### src/rtl/lfrr_pkg.sv
// Shared types and constants for the line-framed receive ring.
// Used by lfrr_ctrl, lfrr_dp and line_framed_receive_ring_top; no dependencies.
package lfrr_pkg;

    localparam int BYTE_W = 8;
    localparam int LEN_W  = 8;
    // Scan counter width: enough for MAX_RESULTS
    localparam int CNT_W  = 6;

    localparam logic [BYTE_W-1:0] LINE_TERM    = 8'h0d;
    localparam logic [CNT_W-1:0]  MAX_RESULTS  = 6'd63;
    localparam logic [LEN_W-1:0]  MAX_LEN_RST  = 8'd255;

    localparam logic FUNC_STORE   = 1'b0;
    localparam logic FUNC_REQUEST = 1'b1;

    typedef enum logic [2:0] {
        ST_IDLE,
        ST_SCAN_RD,
        ST_SCAN_CHK,
        ST_EMIT_RD,
        ST_EMIT_OUT
    } t_state;

    // Commands from the controller to the datapath
    typedef struct packed {
        logic store;     // write the received byte, advance the write pointer
        logic load;      // walk pointer <= read pointer, counter <= 0
        logic rd;        // read the ring at the walk pointer
        logic adv;       // advance the walk pointer and counter
        logic commit;    // read pointer <= next of walk pointer
        logic emit;      // present a line byte
        logic notfound;  // present a not-found result
    } t_dp_cmd;

    // Status from the datapath to the controller
    typedef struct packed {
        logic stop;      // nothing unread left or scan limit reached
        logic is_term;   // byte just read is the line terminator
    } t_dp_sts;

endpackage

### src/rtl/lfrr_ctrl.sv
// Controller state machine of the line-framed receive ring.
// Depends on lfrr_pkg; drives lfrr_dp through t_dp_cmd and reads t_dp_sts.
module lfrr_ctrl (
    input  logic             i_clk,
    input  logic             i_rst_n,
    input  logic             i_start,
    input  logic             i_func,
    input  lfrr_pkg::t_dp_sts i_sts,
    output lfrr_pkg::t_dp_cmd o_cmd,
    output logic             o_busy
);
    import lfrr_pkg::*;

    t_state r_state;
    t_state n_state;

    always_ff @(posedge i_clk) begin
        if (!i_rst_n) begin
            r_state <= ST_IDLE;
        end else begin
            r_state <= n_state;
        end
    end

    always_comb begin
        n_state = r_state;
        unique case (r_state)
            ST_IDLE: begin
                if (i_start && i_func == FUNC_REQUEST) n_state = ST_SCAN_RD;
            end
            ST_SCAN_RD: begin
                n_state = i_sts.stop ? ST_IDLE : ST_SCAN_CHK;
            end
            ST_SCAN_CHK: begin
                n_state = i_sts.is_term ? ST_EMIT_RD : ST_SCAN_RD;
            end
            ST_EMIT_RD: begin
                n_state = ST_EMIT_OUT;
            end
            ST_EMIT_OUT: begin
                n_state = i_sts.is_term ? ST_IDLE : ST_EMIT_RD;
            end
            default: begin
                n_state = ST_IDLE;
            end
        endcase
    end

    always_comb begin
        o_cmd = '0;
        unique case (r_state)
            ST_IDLE: begin
                o_cmd.store = i_start && (i_func == FUNC_STORE);
                o_cmd.load  = i_start && (i_func == FUNC_REQUEST);
            end
            ST_SCAN_RD: begin
                o_cmd.notfound = i_sts.stop;
                o_cmd.rd       = !i_sts.stop;
            end
            ST_SCAN_CHK: begin
                // rewind for the emit pass once the terminator is seen
                o_cmd.load = i_sts.is_term;
                o_cmd.adv  = !i_sts.is_term;
            end
            ST_EMIT_RD: begin
                o_cmd.rd = 1'b1;
            end
            ST_EMIT_OUT: begin
                o_cmd.emit   = 1'b1;
                o_cmd.adv    = 1'b1;
                o_cmd.commit = i_sts.is_term;
            end
            default: begin
                o_cmd = '0;
            end
        endcase
    end

    assign o_busy = (r_state != ST_IDLE);

endmodule

### src/rtl/lfrr_dp.sv
// Datapath of the line-framed receive ring: ring memory, pointers, scan
// counter, length register and result registers. Depends on lfrr_pkg.
module lfrr_dp #(
    parameter int RING_DEPTH = 64
) (
    input  logic                        i_clk,
    input  logic                        i_rst_n,
    input  lfrr_pkg::t_dp_cmd           i_cmd,
    output lfrr_pkg::t_dp_sts           o_sts,
    input  logic [lfrr_pkg::BYTE_W-1:0] i_rx_byte,
    input  logic                        i_cfg_we,
    input  logic [lfrr_pkg::LEN_W-1:0]  i_cfg_data,
    output logic                        o_strobe,
    output logic                        o_line_found,
    output logic [lfrr_pkg::BYTE_W-1:0] o_line_byte,
    output logic                        o_last_of_line
);
    import lfrr_pkg::*;

    localparam int AW = (RING_DEPTH > 1) ? $clog2(RING_DEPTH) : 1;
    localparam logic [AW-1:0] PTR_LAST = AW'(RING_DEPTH - 1);

    logic [BYTE_W-1:0] r_ring [RING_DEPTH];
    logic [AW-1:0]     r_wp;
    logic [AW-1:0]     r_rp;
    logic [AW-1:0]     r_ptr;
    logic [CNT_W-1:0]  r_cnt;
    logic [BYTE_W-1:0] r_rdata;
    logic [LEN_W-1:0]  r_max_len;
    logic              r_strobe;
    logic              r_found;
    logic [BYTE_W-1:0] r_byte;
    logic              r_last;

    logic [AW-1:0]     n_wp;
    logic [AW-1:0]     n_ptr;
    logic [CNT_W-1:0]  n_limit;

    assign n_wp  = (r_wp  == PTR_LAST) ? '0 : r_wp  + AW'(1);
    assign n_ptr = (r_ptr == PTR_LAST) ? '0 : r_ptr + AW'(1);

    // clamp the length register to 1..MAX_RESULTS
    always_comb begin
        if (r_max_len == '0) begin
            n_limit = CNT_W'(1);
        end else if (r_max_len > LEN_W'(MAX_RESULTS)) begin
            n_limit = MAX_RESULTS;
        end else begin
            n_limit = r_max_len[CNT_W-1:0];
        end
    end

    assign o_sts.stop    = (r_ptr == r_wp) || (r_cnt >= n_limit);
    assign o_sts.is_term = (r_rdata == LINE_TERM);

    always_ff @(posedge i_clk) begin
        if (i_cmd.store) begin
            r_ring[r_wp] <= i_rx_byte;
        end
        if (i_cmd.rd) begin
            r_rdata <= r_ring[r_ptr];
        end
    end

    always_ff @(posedge i_clk) begin
        if (i_cmd.load) begin
            r_ptr <= r_rp;
            r_cnt <= '0;
        end else if (i_cmd.adv) begin
            r_ptr <= n_ptr;
            r_cnt <= r_cnt + CNT_W'(1);
        end
        if (i_cmd.emit) begin
            r_byte <= r_rdata;
        end else begin
            r_byte <= '0;
        end
    end

    always_ff @(posedge i_clk) begin
        if (!i_rst_n) begin
            r_wp      <= '0;
            r_rp      <= '0;
            r_max_len <= MAX_LEN_RST;
            r_strobe  <= 1'b0;
            r_found   <= 1'b0;
            r_last    <= 1'b0;
        end else begin
            if (i_cmd.store) r_wp <= n_wp;
            if (i_cmd.commit) r_rp <= n_ptr;
            if (i_cfg_we) r_max_len <= i_cfg_data;
            r_strobe <= i_cmd.emit || i_cmd.notfound;
            r_found  <= i_cmd.emit;
            r_last   <= i_cmd.notfound || (i_cmd.emit && o_sts.is_term);
        end
    end

    assign o_strobe       = r_strobe;
    assign o_line_found   = r_found;
    assign o_line_byte    = r_byte;
    assign o_last_of_line = r_last;

endmodule

### src/rtl/line_framed_receive_ring_top.sv
// Top level of the line-framed receive ring: controller plus datapath.
// Depends on lfrr_pkg, lfrr_ctrl and lfrr_dp.
//
// Command channel: drive i_func/i_rx_byte with start high; the transfer is
//   taken at a rising edge where busy is low. i_func = 0 stores a byte,
//   i_func = 1 asks for one CR-terminated line.
// Result channel: each result sits on o_line_found/o_line_byte/o_last_of_line
//   for exactly one cycle, flagged by o_result_strobe. The receiver cannot
//   stall, so it must take every strobe. o_last_of_line marks the CR of a line
//   or the single not-found result.
// Config channel: i_cfg_valid/o_cfg_ready with i_cfg_data write the maximum
//   line length; o_cfg_ready is always high. Write only when idle.
// Timing: a store leaves busy low, so stores run back to back.
//   The ring has one read port with registered data, so the scan pass and the
//   emit pass each spend a read state and a check or output state per byte.
//   The scan pass walks to the CR; the walk pointer then rewinds to the read
//   pointer and the emit pass reads the line again, presenting each byte.
//   The final result of a request is registered on the edge at which busy falls.
// Reset: synchronous, active low. Write and read pointers clear (ring reads empty),
//   the length register returns to 255, the controller goes idle; ring contents are kept.
module line_framed_receive_ring_top #(
    parameter int RING_DEPTH = 64
) (
    input  logic                        i_clk,
    input  logic                        i_rst_n,
    input  logic                        start,
    output logic                        busy,
    input  logic                        i_func,
    input  logic [lfrr_pkg::BYTE_W-1:0] i_rx_byte,
    input  logic                        i_cfg_valid,
    output logic                        o_cfg_ready,
    input  logic [lfrr_pkg::LEN_W-1:0]  i_cfg_data,
    output logic                        o_result_strobe,
    output logic                        o_line_found,
    output logic [lfrr_pkg::BYTE_W-1:0] o_line_byte,
    output logic                        o_last_of_line
);
    import lfrr_pkg::*;

    t_dp_cmd cmd;
    t_dp_sts sts;
    logic    ctrl_busy;
    logic    cmd_start;

    // hold off commands while a request is being walked
    assign cmd_start   = start && !ctrl_busy;
    assign busy        = ctrl_busy;
    // the length register takes a transfer in any cycle
    assign o_cfg_ready = 1'b1;

    lfrr_ctrl u_ctrl (
        .i_clk   (i_clk),
        .i_rst_n (i_rst_n),
        .i_start (cmd_start),
        .i_func  (i_func),
        .i_sts   (sts),
        .o_cmd   (cmd),
        .o_busy  (ctrl_busy)
    );

    lfrr_dp #(
        .RING_DEPTH (RING_DEPTH)
    ) u_dp (
        .i_clk          (i_clk),
        .i_rst_n        (i_rst_n),
        .i_cmd          (cmd),
        .o_sts          (sts),
        .i_rx_byte      (i_rx_byte),
        .i_cfg_we       (i_cfg_valid && o_cfg_ready),
        .i_cfg_data     (i_cfg_data),
        .o_strobe       (o_result_strobe),
        .o_line_found   (o_line_found),
        .o_line_byte    (o_line_byte),
        .o_last_of_line (o_last_of_line)
    );

    // a not-found result is a lone, zero, terminating result
    a_notfound_form: assert property (@(posedge i_clk) disable iff (!i_rst_n)
        o_result_strobe && !o_line_found |-> o_last_of_line && o_line_byte == '0)
        else $error("not-found result malformed");

    // busy only rises after an accepted line request
    a_busy_cause: assert property (@(posedge i_clk) disable iff (!i_rst_n)
        $rose(busy) |-> $past(start && i_func == FUNC_REQUEST))
        else $error("busy rose without a line request");

    // the end of a result burst is never directly followed by another result
    a_burst_gap: assert property (@(posedge i_clk) disable iff (!i_rst_n)
        o_result_strobe && o_last_of_line |=> !o_result_strobe)
        else $error("result straight after end of burst");

    // results appear only while a request is in progress or just finished
    a_strobe_ctx: assert property (@(posedge i_clk) disable iff (!i_rst_n)
        o_result_strobe |-> $past(busy))
        else $error("result strobe without a request in progress");

endmodule
### config.mk
export PLATFORM = sky130hd
export DESIGN_NAME = line_framed_receive_ring_top
export DESIGN_NICKNAME = d
export VERILOG_FILES = /design/src/rtl/lfrr_pkg.sv /design/src/rtl/lfrr_ctrl.sv /design/src/rtl/lfrr_dp.sv /design/src/rtl/line_framed_receive_ring_top.sv
export SDC_FILE = /design/constraint.sdc
export NUM_CORES = 1
export LEC_CHECK = 0
export BUFFER_PORTS_ARGS = -buffer_cell sky130_fd_sc_hd__buf_2
export CAP_MARGIN = 10
export CORE_UTILIZATION = 50
export CTS_BUF_LIST = sky130_fd_sc_hd__clkbuf_16
export DETAILED_ROUTE_END_ITERATION = 10
export PLACE_DENSITY = 0.75
export SETUP_SLACK_MARGIN = 0.15
export SKIP_LAST_GASP = 1
export SLEW_MARGIN = 5
export SYNTH_ARGS = -nofsm -noshare
export SYNTH_HDL_FRONTEND = slang
export SYNTH_SLANG_ARGS = --single-unit
export TNS_END_PERCENT = 5
### constraint.sdc
create_clock -name i_clk -period 2.7 [get_ports i_clk]
set_input_delay 0.27 -clock i_clk [delete_from_list [all_inputs] [get_ports i_clk]]
set_output_delay 0.27 -clock i_clk [all_outputs]
set_load 0.1 [all_outputs]
==> flow_summary.ini, run 1 <==
[grt]
antenna_found_initial = 2
grt_pass1_vias = 11900
grt_overflow_total = 0
grt_start_max_net_pins = 65
grt_pass1_wl_um = 74000
grt_util_all_layers_pct = 22.5

[floorplan]
die-width_um = 213
initial_core_util_pct = 50.6
io_pins = 34
row_count = 77
die_y_um = 213
core_um2 = 44100
die_area_um2 = 45500

[timing]
post-route-min-period_ns = 2.53
finalMaxSlewViolations = 0
clock.fmax_mhz = 396
fin_setup_tns_ns = 0
finalHoldViolations = 0
period_share_pct = 93.6
timing.final.setup_violations = 0
finClkSkew_ns = 0.0273
slew_headroom_pct = 19.7
layout_setup_ws_ns = 0.173
rsz0062_at_grt = true
worstMarginPinSlew_ns = 1.20

[synth]
seq_area_frac_synth_pct = 74.3
synth_flop_cell = edfxtp_1
ys_types = 53
yosysWarnings = 0
syn_nets = 1196
netlist_area_um2 = 22300
synthCells = 1166
ys_ff_latch = 566
postSynthAreaPerCell_um2 = 19.2
synth_edf_count = 526
synthArstFlopShare_pct = 0

[route]
via_count = 11800
drt-initial-drc-count = 1346
wl_per_cell_um = 25.4
wirelength_um = 50000
drc = 0
via_per_inst = 6.01
firstDrtPassIters = 5
ant_nets = 0

[cts]
clkLatencyLatePin_ns = 0.61
cts_max_level = 2
cts_tree = done
clock_path_buffers = 3
cts_root_buf = clkbuf_16
clkSinkCount = 566
clk_pin_slew_worst_paths_ns = 0.07
cts_inserted_buffers = 53
post_cts_buffers = 0

[finish]
final_cells = 1965
finish.instance_area_um2 = 25900
area_growth_syn_to_layout_pct = 15.9
final_core_util_pct = 58.7
fin_nets = 1362
drive_above_1_share_pct = 28.4
diodes = 0

[job]
max-cap-violations = 0

[worst_setup_path]
endpoint_kind = flip-flop
cp_max_fo = 13
max_stage_delay_ns = 0.53
path_cells = buf_12, buf_4, mux4_2, mux2_2, o22ai_1, o41ai_1
worstSetupStartpointType = flip-flop
worstSetupPathType = flip-flop to flip-flop
cp_slowest_cell = mux4_2
required_ns = 3.03
arrival_ns = 2.86
critPathBufInv = 2
critPathTopFamily = multiplexers

[placed_design]
dp_hpwl_um = 31000
place_ws_ns = 0.117
gp_congestion = 0.906
portBuffers = 32
place_inst = 1860
placed_cell_area_um2 = 24100

[power_and_ir_drop]
power.internal_uw = 14500
powerDensity_nw_per_um2 = 708
p_sw_share_pct = 21.2
clkPwrFrac_pct = 40.6
combPwrFrac_pct = 6.7
switching_power_uw = 3880
leakagePower_uw = 0.00874
vdd_ir_drop_max_uv = 486
seqPwrFrac_pct = 52.7

[run_status]
status = completed

[min_path]
hp-class = primary input to flip-flop
==> cell usage after synthesis (4+ instances only) <==
| cell type | instances | share of area (%) |
|---|---|---|
| or2_2 | 6 | 0.17 |
| and2_1 | 4 | 0.11 |
| buf_2 | 24 | 0.54 |
| a221oi_1 | 5 | 0.20 |
| and3_1 | 11 | 0.31 |
| xnor2_1 | 5 | 0.20 |
| a21oi_1 | 15 | 0.34 |
| o41ai_1 | 4 | 0.16 |
| nand4_1 | 4 | 0.11 |
| mux2i_1 | 62 | 2.8 |
| ha_1 | 9 | 0.50 |
| or3_1 | 9 | 0.25 |
| nor2b_1 | 19 | 0.53 |
| mux4_2 | 120 | 12 |
| dfxtp_1 | 40 | 3.6 |
| edfxtp_1 | 526 | 71 |
| o22ai_1 | 10 | 0.28 |
| xor2_1 | 12 | 0.47 |
| nor2_1 | 89 | 1.5 |
| buf_4 | 9 | 0.30 |
| buf_1 | 7 | 0.12 |
| nand3_1 | 16 | 0.36 |
| o21ai_0 | 15 | 0.34 |
| nand2b_1 | 6 | 0.17 |
| nand2_1 | 40 | 0.67 |
| buf_6 | 4 | 0.20 |
| mux2_2 | 15 | 0.76 |
| a22oi_1 | 15 | 0.50 |
| clkbuf_1 | 23 | 0.39 |
| nor3_1 | 7 | 0.16 |
==> layout by cell type, fill, tap and decap left out, drive strengths merged, types with 9 or more instances in the layout <==
cell         synthesis  layout
mux2                15      15
nand3               17      17
a21oi               16      16
inv                  2      19
dfxtp               40      40
ha                   9       9
buf                 44     169
clkbuf              23      53
or3                  9       9
nor2                89      89
a22oi               15      15
dlygate4sd3          0       9
and3                11      11
o21ai               15      15
nand2               40      40
nor2b               19      19
mux4               120     120
xor2                12      12
o22ai               10      10
edfxtp             526     526
mux2i               62      62
clkinv               0      18
==> layout make-up <==
class                   instances  area (um2)
inverters                       2        7.51
fillers                      3166       18200
flip-flops and latches        566       16600
clock buffers                  53        1330
repair buffers                178        1430
clock inverters                43         397
well taps                     592         741
multi-input cells             531        5410
==> worst paths after layout <==
kind / start / end / slack, ns / depth (start not counted)
setup / recovery: u_dp.r_ptr[0] / u_dp.r_rdata[7] / 0.17 / 6
hold / removal: i_rx_byte[7] / u_dp.r_ring[4][7] / 0.03 / 1
setup reg to reg: u_dp.r_ptr[0] / u_dp.r_rdata[7] / 0.17 / 6
hold reg to reg: u_dp.r_max_len[6] / u_dp.r_max_len[6] / 0.49 / 2
==> cells by family (layout without fill, tap and decap cells) <==
group | count (synthesis) | count (layout) | synth area share [%]
flip-flops | 566 | 566 | 74.3
AND/OR/NAND/NOR | 225 | 225 | 4.87
multiplexers | 197 | 197 | 15.6
AO/OA/AOI/OAI | 82 | 82 | 2.45
buffers and inverters | 69 | 276 | 1.58
XOR/XNOR | 17 | 17 | 0.666
adder cells (fa/ha/maj) | 9 | 9 | 0.504
other | 1 | 1 | 0.0168
==> flip-flops by register name, indices dropped and copies added, names as in the netlist, 3 cells and up <==
signal / count
u_dp.r_ring: 512
u_dp.o_line_byte: 8
u_dp.r_max_len: 8
u_dp.r_rdata: 8
u_dp.r_cnt: 6
u_dp.r_ptr: 6
u_dp.r_rp: 6
u_dp.r_wp: 6
u_ctrl.r_state: 3
==> layer usage <==
metal  up-vias  part of all wire [%]  wire [um]  track usage, %
met4         2                   3.3       1660            9.14
li1       5033                     -          -               -
met2       527                    47      23500            35.0
met3       111                   7.8       3920            4.36
met1      6131                    42      20800            31.7
met5         -                 0.030         15               0
==> metrics by stage <==
step                      hold WS (ns)  total power, uW
after floorplan                  0.369            10600
after global placement           0.448            11000
after detailed placement         0.461            11100
after CTS                       0.0119            18400
after global routing            0.0357            18800
final                           0.0279            18300
==> power groups by stage <==
stage	registers (uW)	clock network (uW)	logic, uW
after floorplan	9830	0	728
after global placement	9850	0	1180
after detailed placement	9850	0	1210
after CTS	9660	7540	1230
after global routing	9670	7850	1310
final	9670	7440	1230
==> what timing repair did <==
item | CTS | global route
endpoints found under the setup margin | 9 | 14
hold endpoints to repair | 9 | 0
resized for setup | 2 | 5
hold buffers | 9 | 0
No activity file was read; power rests on OpenSTA's default activity.
==> run 2, diff against run 1 <==
--- a/config.mk
+++ b/config.mk
@@ -5,12 +5,15 @@
 export SDC_FILE = /design/constraint.sdc
 export NUM_CORES = 1
 export LEC_CHECK = 0
+export ABC_AREA = 1
 export BUFFER_PORTS_ARGS = -buffer_cell sky130_fd_sc_hd__buf_2
 export CAP_MARGIN = 10
-export CORE_UTILIZATION = 50
+export CELL_PAD_IN_SITES_DETAIL_PLACEMENT = 2
+export CELL_PAD_IN_SITES_GLOBAL_PLACEMENT = 2
+export CORE_UTILIZATION = 39
 export CTS_BUF_LIST = sky130_fd_sc_hd__clkbuf_16
 export DETAILED_ROUTE_END_ITERATION = 10
-export PLACE_DENSITY = 0.75
+export PLACE_DENSITY = 0.83
 export SETUP_SLACK_MARGIN = 0.15
 export SKIP_LAST_GASP = 1
 export SLEW_MARGIN = 5
==> run 2 against run 1 <==
  * The run now ends with design-rule violations left
  * Flip-flop and latch count is the same
  * Largest cell class unchanged
  * Worst hold slack better by 0.027 ns
  * Critical path type unchanged
  * Count of clock-buffer cells in the layout rose by 8
==> flow_summary.ini, run 2 <==
[power_and_ir_drop]
vdd_ir_drop_max_uv = 584
power.internal_uw = 14500
total_power_uw = 20300
combPwrFrac_pct = 12.3
leakagePower_uw = 0.0103
powerDensity_nw_per_um2 = 746
p_sw_share_pct = 28.5
seqPwrFrac_pct = 48.0
clkPwrFrac_pct = 39.7
switching_power_uw = 5790

[finish]
final_cells = 3101
fin_nets = 2310
top_register = u_dp.r_ring
diodes = 0
area_growth_syn_to_layout_pct = 15.9
drive_above_1_share_pct = 11.4
mostFrequentLayoutCell = nand2_1
largest_register_ffs = 512
layout_common_cells = nand2_1, edfxtp_1, nor2_1

[grt]
grt.met2_usage_pct = 53.6
grt_start_max_net_pins = 64
grt.met1_usage_pct = 38.6
grt_overflow_total = 0
busiest_layer = met2
grt_pass1_vias = 20200
antenna_found_initial = 0
grt_use_met3_pct = 5.19
grt_util_all_layers_pct = 31.5
grt_pass1_wl_um = 140000

[route]
via_count = 18200
ant_nets = 0
drt-initial-drc-count = 1873
wl_per_cell_um = 30.9
wirelength_um = 95700
drc = 3
via_per_inst = 5.87
firstDrtPassIters = 9

[run_status]
status = finished, violations left
violations = design-rule violations

[timing]
fin_setup_tns_ns = 0
timing.final.setup_violations = 0
rsz0062_at_grt = true
slew_headroom_pct = 41.7
worstMarginPinSlew_ns = 0.875
finClkSkew_ns = 0.0399
finalHoldViolations = 0
clock.fmax_mhz = 386
post-route-min-period_ns = 2.59
finalMaxSlewViolations = 0
period_share_pct = 96.0

[synth]
yosys.area_share.simple_pct = 20.5
ys_ff_latch = 566
synth_top_area_share_pct = 67.2
synth.mux.area_fraction_pct = 0
yosysMostFrequentCell = nand2_1
synthArstFlopShare_pct = 0
synth_top_family_by_area = simple AND/OR/NAND/NOR gates
synth_flop_cell = edfxtp_1
ys_types = 36
synthXorXnorAreaFrac_pct = 0.261
synthCells = 2149
synth_compound_area_share_pct = 4.41
synth_fa_ha_area_share_pct = 0.479
postSynthAreaPerCell_um2 = 10.9
seq_area_frac_synth_pct = 70.6
ys_top_cells_by_count = nand2_1, edfxtp_1, nor2_1, nand3_1, a21oi_1
synth.largest_area_cell = edfxtp_1
netlist_area_um2 = 23500
synth_edf_count = 526
yosysWarnings = 0
synth_area_leaders = edfxtp_1, nand2_1, nand3_1
syn_nets = 2179

[floorplan]
die_area_um2 = 61300
row_count = 89
die_y_um = 248
die-width_um = 248
initial_core_util_pct = 39.7
core_um2 = 59200
io_pins = 34

[worst_setup_path]
cp_slowest_cell = edfxtp_1
required_ns = 3.08
endpoint_kind = flip-flop
r2r_cells = 9
max_stage_delay_ns = 0.55
cp_max_fo = 20
arrival_ns = 2.97
worstSetupStartpointType = flip-flop
worstSetupPathType = flip-flop to flip-flop
path_cells = inv_4, buf_4, nand2_1, a21oi_1, nor2_1, nor3_1, nor2_1, nand3_1, nand2_1

[placed_design]
place_inst = 2973
dp_hpwl_um = 57300
gp_congestion = 0.859
portBuffers = 32

[cts]
cts_max_level = 2
clk_pin_slew_worst_paths_ns = 0.07
cts_tree = done
clkSinkCount = 566
clock_path_buffers = 3
clkLatencyLatePin_ns = 0.66
cts_inserted_buffers = 60
cts_root_buf = clkbuf_16

[job]
max-cap-violations = 0

[min_path]
hold_path_depth = 3
hp-class = primary input to flip-flop
[run 2: changes by cell type after synthesis, moves of 23 or more]
cell and delta:
inv_1 +83, buf_2 +41, mux4_2 -120, nor3_1 +23, a21oi_1 +86, nand3_1 +146
mux2i_1 -62, nand2_1 +715, o21ai_0 +43, nor2_1 +119
[run 2: cells by family (layout without fill, tap and decap cells)]
kind of cell | count (synthesis) | in the layout
and+or+nand+nor | 1175 | 1175
AOI/OAI and AO/OA | 194 | 194
xor gates and xnor gates | 7 | 7
adders and majority gates | 9 | 9
other | 1 | 1
buffers and inverters | 197 | 376
DFF | 566 | 566
[run 2: power by group through the flow]
stage | registers, uW | logic (uW) | clock network [uW]
3_5_place_dp | 9930 | 2290 | 0
2_1_floorplan | 9890 | 1250 | 0
6_report | 9750 | 2490 | 8070
4_1_cts | 9750 | 2410 | 7990
5_1_grt | 9750 | 2620 | 8380
3_3_place_gp | 9920 | 2140 | 0
[run 2: worst max-delay path: cells and delay by family, from the launching register on]
kind	cells	cell delay, ns
buffers and inverters	2	0.63
AO/OA/AOI/OAI	1	0.17
flip-flops	1	0.55
AND/OR/NAND/NOR	6	0.95
[run 2: final cells by class]
class | instances | area [um2]
fill | 6006 | 32000
sequential | 566 | 16600
multi-input combinational | 1386 | 6050
clock buffer | 61 | 1530
timing repair buffer | 174 | 1470
tap | 773 | 967
inverter | 92 | 364
clock inverter | 49 | 267
[run 2: worst paths after layout]
| check | end | start | slack [ns] |
|---|---|---|---|
| worst max-delay path | u_dp.r_rdata[0] | u_dp.r_ptr[1] | 0.11 |
| worst min-delay path | u_dp.r_max_len[5] | i_cfg_valid | 0.06 |
| worst max register to register | u_dp.r_rdata[0] | u_dp.r_ptr[1] | 0.11 |
| worst min register to register | u_dp.r_max_len[0] | u_dp.r_max_len[0] | 0.50 |
[run 2: metal layers]
metal,up-vias,part of all wire (%)
li1,7561,-
met1,9536,39
met2,817,50
met3,287,6.4
met4,0,5.3
met5,-,0
[run 2: what timing repair did]
action | in CTS | in global routing
hold buffers | 15 | 0
buffers inserted | 0 | 3
gates resized for setup | 2 | 10
setup endpoints to repair | 14 | 27
gates cloned | 0 | 0
pin swaps | 0 | 0
hold endpoints to repair | 8 | 0
[run 2: metrics by stage]
| stage | utilization, % | hold WS [ns] | setup slack, ns | area [um2] |
|---|---|---|---|---|
| CTS | 45.9 | 0.00543 | 0.0937 | 27200 |
| global route | 46.0 | 0.0583 | 0.0546 | 27200 |
| global placement | 42.6 | 0.438 | 0.272 | 25200 |
| floorplan | - | 0.369 | 0.629 | 23500 |
| finish | 46.0 | 0.0553 | 0.107 | 27200 |
| detailed placement | 42.6 | 0.465 | 0.148 | 25200 |
==> run 3, diff against run 2 <==
--- a/config.mk
+++ b/config.mk
@@ -13,6 +13,7 @@
 export CORE_UTILIZATION = 39
 export CTS_BUF_LIST = sky130_fd_sc_hd__clkbuf_16
 export DETAILED_ROUTE_END_ITERATION = 10
+export GPL_TIMING_DRIVEN = 0
 export PLACE_DENSITY = 0.83
 export SETUP_SLACK_MARGIN = 0.15
 export SKIP_LAST_GASP = 1
==> run 3 against run 2 <==
  * The run ends with negative setup slack left
  * Final cell count down 0.35%
  * Count of clock-buffer cells in the layout stayed put
  * Fmax decreased by 7.8%
  * Critical path depth is 1 lower
  * Utilization fell by 0.31 points
  * Sequential share of layout area increased by 0.41 points
  * Combinational power up 10%
  * Clock skew down 0.016 ns
  * Sequential power about the same
  * Largest cell class unchanged
  * Largest power group unchanged
==> flow_summary.ini, run 3 (synthesis gave the netlist of run 2 again) <==
[run_status]
status = finished, violations left
violations = negative setup slack

[route]
wirelength_um = 97900
drt-initial-drc-count = 1840
via_count = 18300
via_per_inst = 5.92
firstDrtPassIters = 7
wl_met3_um = 7830
wl_per_cell_um = 31.7
wl_met2_um = 47700
ant_nets = 0
top_layer_used = met5
drc = 0
met1_length_um = 36200

[worst_setup_path]
endpoint_kind = flip-flop
worstSetupPathType = flip-flop to flip-flop
worstSetupStartpointType = flip-flop
path_cells = buf_4, nand2_4, clkbuf_2, a21oi_1, nor3_2, nor2_1, nand3_1, nand2_1
cp_max_fo = 10
max_stage_delay_ns = 0.51
required_ns = 3.05
arrival_ns = 3.16
cp_slowest_cell = clkbuf_2

[grt]
grt_pass1_vias = 19900
antenna_found_initial = 5
grt_util_all_layers_pct = 32.2
grt_overflow_total = 0
grt_start_max_net_pins = 65
grt_pass1_wl_um = 138000

[floorplan]
io_pins = 34
die-width_um = 248
die_y_um = 248
die_area_um2 = 61300
initial_core_util_pct = 39.7
core_um2 = 59200
row_count = 89

[finish]
multiInputGateArea_um2 = 6160
top_register = u_dp.r_ring
mostFrequentLayoutCell = nand2_1
drive_above_1_share_pct = 12.1
fill_cells = 6072
largest_register_ffs = 512
layout_common_cells = nand2_1, edfxtp_1, nor2_1
area_growth_syn_to_layout_pct = 15.1
final-seq-area_um2 = 16600
fin_nets = 2293
final_cells = 3090

[timing]
layout_setup_ws_ns = -0.113
fin_setup_tns_ns = -4.47
rsz0062_at_grt = true
worstMarginPinSlew_ns = 1.37
finClkSkew_ns = 0.0242
clock.fmax_mhz = 355
finalMaxSlewViolations = 0
timing.final.setup_violations = 123
post-route-min-period_ns = 2.81
slew_headroom_pct = 8.94
finalHoldViolations = 0
period_share_pct = 104

[power_and_ir_drop]
leakagePower_uw = 0.0102
vdd_ir_drop_max_uv = 541
powerDensity_nw_per_um2 = 784

[cts]
cts_inserted_buffers = 61
clk_pin_slew_worst_paths_ns = 0.06
clkSinkCount = 566
cts_tree = done
clkLatencyLatePin_ns = 0.66
cts_max_level = 2
clock_path_buffers = 3
cts_root_buf = clkbuf_16

[placed_design]
portBuffers = 31
place_inst = 2956
gp_congestion = 0.925
dp_hpwl_um = 62300

[min_path]
hp-class = primary input to flip-flop

[job]
max-cap-violations = 0
==> run 3: per-stage QoR <==
stage                     hold slack (ns)  setup WS, ns  total power [uW]  utilization, %  area (um2)
after global routing                0.120        -0.148             21600            45.7       27100
after global placement              0.441        -0.538             12200            41.6       24600
final                              0.0876        -0.113             21200            45.7       27100
after CTS                          0.0351       -0.0857             21100            45.6       27000
after detailed placement            0.444        -0.637             12400            41.7       24700
after floorplan                     0.369         0.629             11100               -       23500
==> run 3: power by group <==
group	total, uW	internal (uW)	switching (uW)	leakage, uW
combinational	2740	601	2140	0.00406
sequential	9720	9660	58.9	0.00506
clock	8760	4970	3790	0.00104
total	21200	15200	5990	0.0102
==> run 3: final cells by class <==
cell class	count	area share, %
clock buffers	61	5.64
plain buffers	105	2.17
multi-input cells	1386	22.8
clock inverters	54	1.83
flip-flops and latches	566	61.3
diodes	2	0.0185
well taps	773	3.57
repair buffers	51	1.40
inverters	92	1.28
==> run 3: worst paths after layout <==
kind | start | end | slack [ns] | cells past startpoint
setup / recovery | u_dp.r_ptr[2] | u_dp.r_rdata[3] | -0.11 | 8
hold / removal | i_cfg_valid | u_dp.r_max_len[0] | 0.09 | 3
setup reg to reg | u_dp.r_ptr[2] | u_dp.r_rdata[3] | -0.11 | 8
hold reg to reg | u_dp.r_max_len[7] | u_dp.r_max_len[7] | 0.50 | 2
==> run 3: layer usage <==
| layer | up-vias | track usage (%) |
|---|---|---|
| met4 | 6 | 18.6 |
| met1 | 9452 | 38.6 |
| li1 | 7548 | - |
| met3 | 328 | 5.79 |
| met5 | - | 0 |
| met2 | 966 | 54.3 |
==> run 3: what timing repair did <==
item / in CTS / in global routing
hold buffers: 11 / 0
hold endpoints to repair: 11 / 0
resized for setup: 62 / 3
pin swaps: 1 / 0
setup endpoints to repair: 437 / 469
setup buffers: 5 / 0
==> run 3: critical path, delay by kind of cell (launching register included) <==
kind,cells,cell delay [ns]
and+or+nand+nor,5,1.22
buffers and inverters,2,0.75
DFF,1,0.40
AOI/OAI and AO/OA,1,0.13
